`src/trs_pkg.sv`:
```
`timescale 1ns / 1ps
`default_nettype none
package trs_pkg;
    localparam int RtSlots = 4;
    localparam int SlotBits = 2;
    localparam int LenBits = 11;
    localparam int NumStats = 15;
    localparam logic [7:0] IdRealtime = 8'h39;
    localparam logic [7:0] IdSecond = 8'h32;

    localparam logic [2:0] REQ_PUBLISH = 3'd0;
    localparam logic [2:0] REQ_SELECT = 3'd1;
    localparam logic [2:0] REQ_FINISH = 3'd2;
    localparam logic [2:0] REQ_CLEAR = 3'd3;
    localparam logic [2:0] REQ_STAT = 3'd4;

    localparam logic [1:0] CFG_MAX_LEN = 2'd0;
    localparam logic [1:0] CFG_MAX_AGE = 2'd1;
    localparam logic [1:0] CFG_MAX_BURST = 2'd2;

    typedef enum logic [2:0] {
        ST_IDLE,
        ST_SCAN,
        ST_DECIDE,
        ST_BUMP,
        ST_DONE
    } state_t;

    typedef struct packed {
        logic start;
        logic [SlotBits-1:0] idx;
    } scan_ctl_t;

    typedef struct packed {
        logic found;
        logic [SlotBits-1:0] slot;
    } scan_res_t;
endpackage
`default_nettype wire

```
`src/trs_oldest_scan.sv`:
```
`timescale 1ns / 1ps
`default_nettype none
module trs_oldest_scan (
    input  wire logic clk,
    input  wire logic rst_n,
    input  wire trs_pkg::scan_ctl_t ctl,
    input  wire logic rdy,
    input  wire logic [31:0] seq,
    output trs_pkg::scan_res_t res
);
    import trs_pkg::*;

    logic found_reg, found_next;
    logic [SlotBits-1:0] slot_reg, slot_next;
    logic [31:0] best_reg, best_next;

    always_comb
    begin
        found_next = ctl.start ? 1'b0 : found_reg;
        slot_next = slot_reg;
        best_next = best_reg;
        if (rdy && (!found_next || seq < best_reg))
        begin
            found_next = 1'b1;
            slot_next = ctl.idx;
            best_next = seq;
        end
    end

    always_ff @(posedge clk or negedge rst_n)
    begin
        if (!rst_n)
            found_reg <= 1'b0;
        else
            found_reg <= found_next;
    end

    always_ff @(posedge clk)
    begin
        slot_reg <= slot_next;
        best_reg <= best_next;
    end

    assign res.found = found_reg;
    assign res.slot = slot_reg;
endmodule
`default_nettype wire

```
`src/tx_report_scheduler.sv`:
```
`timescale 1ns / 1ps
`default_nettype none
// Report descriptor scheduler. A request is accepted while s_tready is high. One
// comparator walks the realtime slots one per cycle to find the oldest entry, the
// decide state chooses the result, and the bump state updates the statistics
// counters. The result is held in an output register and s_tready stays low until
// that result has been taken, so a new request is not accepted before then. A
// select repeats the walk and the decide step once for every stale entry it
// drops.
module tx_report_scheduler (
    input  wire logic clk,
    input  wire logic rst_n,
    input  wire logic cfg_we,
    input  wire logic [1:0] cfg_index,
    input  wire logic [15:0] cfg_data,
    input  wire logic s_tvalid,
    output logic s_tready,
    // req_type, rpt_id, frame_len, now_ms, done_class, done_version,
    // success, stat_index, zero pad
    input  wire logic [95:0] s_tdata,
    output logic m_tvalid,
    input  wire logic m_tready,
    // ok, slot_index, out_class, out_len, out_version, out_created_ms,
    // out_sequence, pending_any, stat_value, zero pad
    output logic [151:0] m_tdata
);
    import trs_pkg::*;

    logic [10:0] max_len_reg;
    logic [15:0] max_age_reg;
    logic [7:0] max_burst_reg;

    logic [RtSlots-1:0] rt_ready_reg;
    logic [31:0] rt_seq_reg [RtSlots];
    logic [31:0] rt_created_reg [RtSlots];
    logic [LenBits-1:0] rt_len_reg [RtSlots];
    logic [1:0] mb_ready_reg;
    logic [31:0] mb_seq_reg [2];
    logic [31:0] mb_created_reg [2];
    logic [LenBits-1:0] mb_len_reg [2];
    logic [31:0] mb_fver_reg [2];
    logic [31:0] mb_vcnt_reg [2];
    logic [31:0] pub_cnt_reg;
    logic [7:0] burst_reg;
    logic prefer_reg;
    logic [31:0] stats_reg [NumStats];

    state_t state_reg, state_next;
    logic [SlotBits:0] idx_reg;
    logic [95:0] req_reg;
    logic [151:0] out_reg;
    logic out_valid_reg;
    logic bump_en_reg;
    logic [3:0] bump_idx_reg;

    logic [2:0] r_type;
    logic [7:0] r_id;
    logic [10:0] r_len;
    logic [31:0] r_now;
    logic [1:0] r_dcls;
    logic [31:0] r_dver;
    logic r_succ;
    logic [3:0] r_sidx;
    assign r_type = req_reg[2:0];
    assign r_id = req_reg[10:3];
    assign r_len = req_reg[21:11];
    assign r_now = req_reg[53:22];
    assign r_dcls = req_reg[55:54];
    assign r_dver = req_reg[87:56];
    assign r_succ = req_reg[88];
    assign r_sidx = req_reg[92:89];

    scan_ctl_t sc;
    scan_res_t sr;
    logic [SlotBits-1:0] sidx;
    assign sidx = idx_reg[SlotBits-1:0];
    assign sc.start = (state_reg == ST_SCAN) && (idx_reg == '0);
    assign sc.idx = sidx;

    trs_oldest_scan u_scan (
        .clk(clk), .rst_n(rst_n), .ctl(sc),
        .rdy((state_reg == ST_SCAN) && rt_ready_reg[sidx]),
        .seq(rt_seq_reg[sidx]), .res(sr)
    );

    logic scan_last;
    assign scan_last = (idx_reg == (SlotBits+1)'(RtSlots - 1));

    // decide-stage helpers
    logic [RtSlots-1:0] free_vec;
    logic has_free;
    logic [SlotBits-1:0] free_slot;
    always_comb
    begin
        has_free = 1'b0;
        free_slot = '0;
        free_vec = ~rt_ready_reg;
        for (int i = RtSlots - 1; i >= 0; i--)
            if (free_vec[i])
            begin
                has_free = 1'b1;
                free_slot = SlotBits'(i);
            end
    end

    logic rt_mode_reg;      // select is currently working on realtime
    logic tried_mb_reg;     // mailbox already tried and empty
    logic [31:0] age;
    assign age = r_now - rt_created_reg[sr.slot];

    logic [SlotBits-1:0] pub_slot;
    logic pub_mb;
    assign pub_slot = has_free ? free_slot : sr.slot;
    assign pub_mb = (r_id == IdSecond);

    logic sel_mbp, sel_use_rt, sel_mm, sel_stale, sel_rt, sel_mb, sel_retry, rescan;
    assign sel_mbp = |mb_ready_reg;
    assign sel_use_rt = rt_mode_reg ||
        (!tried_mb_reg && (burst_reg < max_burst_reg || !sel_mbp)) || tried_mb_reg;
    assign sel_mm = mb_ready_reg[prefer_reg] ? prefer_reg : !prefer_reg;
    assign sel_stale = age > {16'd0, max_age_reg};
    assign sel_rt = sel_use_rt && sr.found;
    assign sel_mb = !sel_rt && !tried_mb_reg && mb_ready_reg[sel_mm];
    assign sel_retry = !sel_rt && !sel_mb && !tried_mb_reg && !rt_mode_reg && sr.found;
    assign rescan = (r_type == REQ_SELECT) && ((sel_rt && sel_stale) || sel_retry);

    always_comb
    begin
        state_next = state_reg;
        case (state_reg)
            ST_IDLE: if (s_tvalid && s_tready) state_next = ST_SCAN;
            ST_SCAN: if (scan_last) state_next = ST_DECIDE;
            ST_DECIDE: state_next = rescan ? ST_SCAN : ST_BUMP;
            ST_BUMP: state_next = ST_DONE;
            ST_DONE: if (!out_valid_reg) state_next = ST_IDLE;
            default: state_next = ST_IDLE;
        endcase
    end

    assign s_tready = (state_reg == ST_IDLE) && !out_valid_reg;
    assign m_tvalid = out_valid_reg;
    assign m_tdata = out_reg;

    always_ff @(posedge clk or negedge rst_n)
    begin
        if (!rst_n)
        begin
            max_len_reg <= 11'd128;
            max_age_reg <= 16'd10;
            max_burst_reg <= 8'd4;
            rt_ready_reg <= '0;
            mb_ready_reg <= '0;
            mb_vcnt_reg[0] <= '0;
            mb_vcnt_reg[1] <= '0;
            pub_cnt_reg <= '0;
            burst_reg <= '0;
            prefer_reg <= 1'b0;
            for (int i = 0; i < NumStats; i++) stats_reg[i] <= '0;
            state_reg <= ST_IDLE;
            idx_reg <= '0;
            out_valid_reg <= 1'b0;
            bump_en_reg <= 1'b0;
            bump_idx_reg <= '0;
            rt_mode_reg <= 1'b0;
            tried_mb_reg <= 1'b0;
        end
        else
        begin
            state_reg <= state_next;
            if (cfg_we)
            begin
                case (cfg_index)
                    CFG_MAX_LEN: max_len_reg <= cfg_data[10:0];
                    CFG_MAX_AGE: max_age_reg <= cfg_data;
                    CFG_MAX_BURST: max_burst_reg <= cfg_data[7:0];
                    default: ;
                endcase
            end
            if (m_tvalid && m_tready) out_valid_reg <= 1'b0;
            case (state_reg)
                ST_IDLE:
                begin
                    idx_reg <= '0;
                    bump_en_reg <= 1'b0;
                    tried_mb_reg <= 1'b0;
                    rt_mode_reg <= 1'b0;
                end
                ST_SCAN:
                begin
                    idx_reg <= idx_reg + 1'b1;
                    out_reg <= '0;
                end
                ST_DECIDE:
                begin
                    idx_reg <= '0;
                    case (r_type)
                        REQ_PUBLISH:
                        begin
                            if (r_len != 0 && r_len <= max_len_reg)
                            begin
                                pub_cnt_reg <= pub_cnt_reg + 1'b1;
                                out_reg[0] <= 1'b1;
                                out_reg[16:6] <= r_len;
                                out_reg[80:49] <= r_now;
                                out_reg[112:81] <= pub_cnt_reg + 1'b1;
                                bump_en_reg <= 1'b1;
                                if (r_id == IdRealtime)
                                begin
                                    if (!has_free)
                                        stats_reg[4'd1] <= stats_reg[4'd1] + 1'b1;
                                    rt_ready_reg[pub_slot] <= 1'b1;
                                    rt_seq_reg[pub_slot] <= pub_cnt_reg + 1'b1;
                                    rt_created_reg[pub_slot] <= r_now;
                                    rt_len_reg[pub_slot] <= r_len;
                                    out_reg[3:1] <= 3'(pub_slot);
                                    bump_idx_reg <= 4'd0;
                                end
                                else
                                begin
                                    if (mb_ready_reg[pub_mb])
                                        stats_reg[pub_mb ? 4'd11 : 4'd6] <=
                                            stats_reg[pub_mb ? 4'd11 : 4'd6] + 1'b1;
                                    mb_vcnt_reg[pub_mb] <= mb_vcnt_reg[pub_mb] + 1'b1;
                                    mb_ready_reg[pub_mb] <= 1'b1;
                                    mb_seq_reg[pub_mb] <= pub_cnt_reg + 1'b1;
                                    mb_created_reg[pub_mb] <= r_now;
                                    mb_len_reg[pub_mb] <= r_len;
                                    mb_fver_reg[pub_mb] <= mb_vcnt_reg[pub_mb] + 1'b1;
                                    out_reg[3:1] <= 3'(RtSlots + 32'(pub_mb));
                                    out_reg[5:4] <= {pub_mb, !pub_mb};
                                    out_reg[48:17] <= mb_vcnt_reg[pub_mb] + 1'b1;
                                    bump_idx_reg <= pub_mb ? 4'd10 : 4'd5;
                                end
                            end
                        end
                        REQ_SELECT:
                        begin
                            if (sel_rt)
                            begin
                                rt_ready_reg[sr.slot] <= 1'b0;
                                if (sel_stale)
                                begin
                                    stats_reg[4'd2] <= stats_reg[4'd2] + 1'b1;
                                    rt_mode_reg <= 1'b1;
                                end
                                else
                                begin
                                    out_reg[0] <= 1'b1;
                                    out_reg[3:1] <= 3'(sr.slot);
                                    out_reg[16:6] <= rt_len_reg[sr.slot];
                                    out_reg[80:49] <= rt_created_reg[sr.slot];
                                    out_reg[112:81] <= rt_seq_reg[sr.slot];
                                    if (burst_reg != 8'hFF)
                                        burst_reg <= burst_reg + 1'b1;
                                end
                            end
                            else if (sel_mb)
                            begin
                                out_reg[0] <= 1'b1;
                                out_reg[3:1] <= 3'(RtSlots + 32'(sel_mm));
                                out_reg[5:4] <= {sel_mm, !sel_mm};
                                out_reg[16:6] <= mb_len_reg[sel_mm];
                                out_reg[48:17] <= mb_fver_reg[sel_mm];
                                out_reg[80:49] <= mb_created_reg[sel_mm];
                                out_reg[112:81] <= mb_seq_reg[sel_mm];
                                prefer_reg <= !sel_mm;
                                burst_reg <= '0;
                            end
                            else if (sel_retry)
                            begin
                                tried_mb_reg <= 1'b1;
                            end
                        end
                        REQ_FINISH:
                        begin
                            if (r_dcls != 2'd3)
                            begin
                                out_reg[0] <= 1'b1;
                                bump_en_reg <= 1'b1;
                                bump_idx_reg <= 4'(r_dcls * 5 + (r_succ ? 3 : 4));
                                if (r_succ && r_dcls != 2'd0)
                                begin
                                    if (mb_ready_reg[r_dcls[1]] &&
                                        mb_fver_reg[r_dcls[1]] == r_dver)
                                        mb_ready_reg[r_dcls[1]] <= 1'b0;
                                end
                            end
                        end
                        REQ_CLEAR:
                        begin
                            out_reg[0] <= 1'b1;
                            rt_ready_reg <= '0;
                            mb_ready_reg <= '0;
                            burst_reg <= '0;
                            prefer_reg <= 1'b0;
                        end
                        REQ_STAT:
                        begin
                            if (r_sidx != 4'd15)
                            begin
                                out_reg[0] <= 1'b1;
                                out_reg[145:114] <= stats_reg[r_sidx];
                            end
                        end
                        default: ;
                    endcase
                end
                ST_BUMP:
                begin
                    if (bump_en_reg)
                        stats_reg[bump_idx_reg] <= stats_reg[bump_idx_reg] + 1'b1;
                    bump_en_reg <= 1'b0;
                    out_reg[113] <= (|rt_ready_reg) || (|mb_ready_reg);
                    out_valid_reg <= 1'b1;
                end
                default: ;
            endcase
        end
    end

    always_ff @(posedge clk)
    begin
        if (s_tvalid && s_tready) req_reg <= s_tdata;
    end

    a_ready_idle: assert property (@(posedge clk) disable iff (!rst_n)
        s_tready |-> (state_reg == ST_IDLE)) else $error("ready while busy");
    a_out_hold: assert property (@(posedge clk) disable iff (!rst_n)
        (m_tvalid && !m_tready) |=> m_tvalid) else $error("result lost");
    a_no_accept_pending: assert property (@(posedge clk) disable iff (!rst_n)
        m_tvalid |-> !s_tready) else $error("accept with result pending");
endmodule
`default_nettype wire

```
`config.mk`:
```
export PLATFORM = sky130hd
export DESIGN_NAME = tx_report_scheduler
export DESIGN_NICKNAME = d
export VERILOG_FILES = /design/src/trs_pkg.sv /design/src/trs_oldest_scan.sv /design/src/tx_report_scheduler.sv
export SDC_FILE = /design/constraint.sdc
export NUM_CORES = 2
export LEC_CHECK = 0
export BUFFER_PORTS_ARGS = -buffer_cell sky130_fd_sc_hd__buf_2
export CAP_MARGIN = 5
export CORE_UTILIZATION = 35
export CTS_CLUSTER_DIAMETER = 200
export DETAILED_ROUTE_END_ITERATION = 8
export HOLD_SLACK_MARGIN = 0.03
export PLACE_DENSITY_LB_ADDON = 0.1
export SLEW_MARGIN = 20
export SYNTH_ARGS = -nofsm -noshare
export SYNTH_HDL_FRONTEND = slang
export SYNTH_SLANG_ARGS = --single-unit
```
`constraint.sdc`:
```
create_clock -name clk -period 31 [get_ports clk]
set_input_delay 4.65 -clock clk [delete_from_list [all_inputs] [get_ports clk]]
set_output_delay 4.65 -clock clk [all_outputs]
set_load 0.02 [all_outputs]
```
After elaboration in Yosys (flattened, before gate mapping)
Memories as Yosys holds them, arrays and structs flattened. A register that Yosys moved wholly into a read port is not among the register bits.
Index checks and enable logic that the tools add are counted.

storage, ports and cells
  bits in writable memories = 514
  input bits = 119
  output and inout port bits = 154
  memories = 7
  register bits after elaboration = 914

operators by class
  multiplexer cells = 145
  $mul = 1
  add/subtract/negate cells = 12
  bitwise gates (word level) = 12
  eq/ne operators = 61
  reductions and logical operators = 87
  magnitude comparators = 22

memory list
  name            words  bits a word  read ports  clocked after Yosys merged registers in  wr ports  line                       source
  rt_created_reg  4      32           1           1                                        1         tx_report_scheduler.sv:35  logic [31:0] rt_created_reg [RtSlots];
  rt_seq_reg      4      32           2           1                                        1         tx_report_scheduler.sv:34  logic [31:0] rt_seq_reg [RtSlots];
  mb_created_reg  2      32           1           0                                        1         tx_report_scheduler.sv:39  logic [31:0] mb_created_reg [2];
  mb_fver_reg     2      32           2           1                                        1         tx_report_scheduler.sv:41  logic [31:0] mb_fver_reg [2];
  mb_seq_reg      2      32           1           0                                        1         tx_report_scheduler.sv:38  logic [31:0] mb_seq_reg [2];
  rt_len_reg      4      11           1           1                                        1         tx_report_scheduler.sv:36  logic [LenBits-1:0] rt_len_reg [RtSlots];
  +1 memories     n/a    n/a          n/a         n/a                                      n/a       n/a

operators by type and width
  operator               count
  $mux 480               3
  $bwmux 480             2
  $pmux 480 s2           1
  $mux 32                21
  $mux 416               1
  $bmux 32 s4            3
  $mux 384               1
  $demux 32 s4           2
  $mux 113               2
  $pmux 113 s2           1
  $pmux 112 s2           1
  $add 32x1->32 const B  6
  $mux 64                3
  $pmux 32 s2            2
  $bwmux 64              1
  $ne 2x2->1 const B     23
  $mux 1                 45
  $mux 4                 10
  $ne 3x3->1 const B     13
  $demux 32 s1           1
  $eq 32x32->1           1
  $gt 32x16->1           1
  $lt 32x32->1           1
  $mux 2                 16
  other kinds (68)       179

Depth between registers and ports, before layout
  depth after elaboration = 20
  mapped depth = 23
  depth with buffers taken out = 20

Hierarchy
A second synthesis with hierarchy kept.

unflattened totals
  cells, all modules = 5871
  area total of the unflattened synthesis = 71066.9 µm²

by module, submodules not included
  module               cells each  area each (µm²)  seq. area each (µm²)  instances
  tx_report_scheduler  5719        69201.4          38652.1               1
  trs_oldest_scan      152         1865.5           1046.0                1

Worst setup path before layout
Ideal clock, no wire load.

  kind = reg-to-reg
  from = register (tool-made name)
  to = register out_reg[100], in the netlist m_tdata[100], enable pin
  period minus slack after synthesis = 13522 ps
  slack = 17478 ps
  stages on the path, launching flop included = 21
  arrival = 12816 ps
  buffers on the path = 1
  path through = dfxtp_1 buf_1 mux4_2 ha_1 fa_1 nor2b_1 o211ai_1 a211o_1 a21oi_1 xor2_1 ha_1 nand4_1 nor2_1 a221o_1 o31a_1 nor4_1 nand4b_1 nor4_1 nand3_1 and3_1 nor4_1

RTL lines
  element                 line                        source
  end signal: assignment  tx_report_scheduler.sv:205  out_reg[112:81] <= pub_cnt_reg + 1'b1;
  end signal: assignment  tx_report_scheduler.sv:252  out_reg[112:81] <= rt_seq_reg[sr.slot];
  end signal: assignment  tx_report_scheduler.sv:265  out_reg[112:81] <= mb_seq_reg[sel_mm];
  end: declaration        tx_report_scheduler.sv:51   logic [151:0] out_reg;

==> metrics.txt <==
outcome complete, no violations; synthesized instance count 5930; first-pass GRT wire length 348000 um; Via density 5.62; Non-Filler Instances 8929; most frequent cells in the layout nand2_1, edfxtp_1, dfrtp_1; Routability Congestion 0.854; Final nets 6327; Critical Path Fanout Max 40; Post-CTS Resized 0; sequential area share after synthesis 55.0%; critical path required time 31450 ps; I/O Buffers 263; Synth area leaders edfxtp_1, dfrtp_1, mux4_2; crit path launch type register; num ports 273; fin. max-slew vios 0; Setup Buffers After CTS 0; share of cells above drive strength 1 18.5%; Sinks on Clock Net 1431; initial drt markers 4110; initial antenna violation count 9; Layout Skew 60.5 ps; DR WL/cell 26.4 um; Tmin final 8340 ps; clk_lat worst skew 840 ps; max reg flops 480; Pleak 31.8 nW; area occupied by multi-input gates 30300 um^2; CTS Buf Count 169; gr usage total 22.5%; critical setup path kind reg -> reg; H-tree Lvls 4; HP Class reg -> reg; Total Wirelength 236000 um; HPWL Detailed 147000 um; Die W 456 um; Clock Tree Root clkbuf_16; unrepaired setup endpoints after global routing false; Post-route DRC 0; HP Start mb_vcnt_reg[31]; TritonCTS clock tree built; WHS 471 ps; Max clock buf depth 3; Ys Warns 0; area grow syn2layout 13.5%; Slew headroom 22.9%; fmax 120 MHz; Post-synth EDFFs 787; cell total after placement 8611; Reg area 39800 um^2; Synth cell types 111; syn avg cell area 12.2 um^2; hold buffer count at cts 0; cell area after synthesis 72200 um^2; asr flop ratio synth 44.8%; CTS clk-pin slew, worst paths 60 ps; final setup fails 0; largest net degree at the start of global routing 137; Critical Path AT 8790 ps; Fillers 19600; chip height 456 um; leading area contributor after synthesis edfxtp_1; die footprint 208000 um^2; Yosys reg bits 1431; Slew @ Worst Pin 1150 ps; maximum VDD drop 67.0 uV; gr ovfl total 0; vias in the first global route 50400; Cell Pwr Density 74.6 nW/um^2; core area 205000 um^2; Fin. Hold Viols 0; max cap viols 0; Pre-antenna DRT Iters 8; Sum Neg Setup Slack 0 ps; Final Cycle Share 26.9%; most common cell after layout, fill and taps aside nand2_1; initial core utilization 35.3%; CP endpoint kind register; Final ANT Viol Nets 0; post-synth top area share 32.7%; top_reg_cell synth edfxtp_1; FP Rows 166; via count 50200
-- worst max-delay path, stage by stage (launching register included) --
cell,delay [ps]
dfxtp_4,650
buf_4,540
mux4_2,600
inv_1,80
ha_1,260
a21oi_1,170
o21ai_0,360
nor2_1,130
a21oi_1,370
xor2_1,200
ha_1,280
nand4_1,160
nor2_1,80
a221o_1,330
o31a_1,320
nor4_1,320
nand4b_1,150
nor4_2,580
nand3_1,140
buf_4,310
and3_1,310
nor4_2,320
buf_4,540
buf_4,630
-- final timing paths --
path / end / slack [ps] / cells past startpoint
worst max-delay path: m_tdata[68] / 22660 / 23
worst min-delay path: mb_vcnt_reg[31] / 470 / 1
worst max register to register: m_tdata[68] / 22660 / 23
worst min register to register: mb_vcnt_reg[31] / 470 / 1
max in group asynchronous: bump_idx_reg[0] / 25130 / 3
min in group asynchronous: stats_reg[470] / 3790 / 1
-- metal layers --
layer	vias to the layer above	GRT usage, %	wire, um
met3	353	3.93	12700
met1	25800	30.0	103000
met4	2	7.14	7110
met2	1424	37.2	114000
met5	-	0	7
li1	22600	-	-
-- stage by stage --
stage	total power [W]	worst slack (ps)	area [um^2]	util, %
after floorplan	0.00350	17480	72200	-
after global placement	0.00417	22290	76400	37.3
after detailed placement	0.00418	22280	76400	37.3
after CTS	0.00618	22210	81900	40.0
after global routing	0.00639	21980	81900	40.0
final	0.00611	22660	82000	40.0
-- logic make-up after synthesis --
logic type | synth area share [%]
AND/OR/NAND/NOR | 10.4
flip-flops | 55.0
AO/OA/AOI/OAI | 11.2
multiplexers | 15.3
buffers and inverters | 3.42
XOR/XNOR | 2.64
adder cells (fa/ha/maj) | 1.99
other | 0.00519
-- cells in the mapped netlist, types with 52 or more instances --
master / number
o21ai_0: 458
mux2i_1: 234
a21oi_1: 299
nand4_1: 74
xnor2_1: 109
nor3_1: 52
nand3_1: 127
mux2_2: 85
inv_1: 134
clkbuf_1: 298
mux4_2: 306
edfxtp_1: 787
xor2_1: 98
dfrtp_1: 637
nor2_1: 332
nand2_1: 811
ha_1: 113
o211ai_1: 87
-- power breakdown --
| part | switching [W] | internal, W |
|---|---|---|
| combinational | 0.00118 | 0.000604 |
| sequential | 0.000136 | 0.00221 |
| clock | 0.000844 | 0.00114 |
| total | 0.00216 | 0.00395 |
-- area by class of cell --
class | count | area share [%]
sequential | 1431 | 48.5
multi-input combinational | 3950 | 37.0
clock buffer | 235 | 5.77
tap | 2688 | 4.10
timing repair buffer | 403 | 2.98
clock inverter | 75 | 0.950
inverter | 139 | 0.637
antenna | 8 | 0.0244
Power figures use the tool's default switching activity.
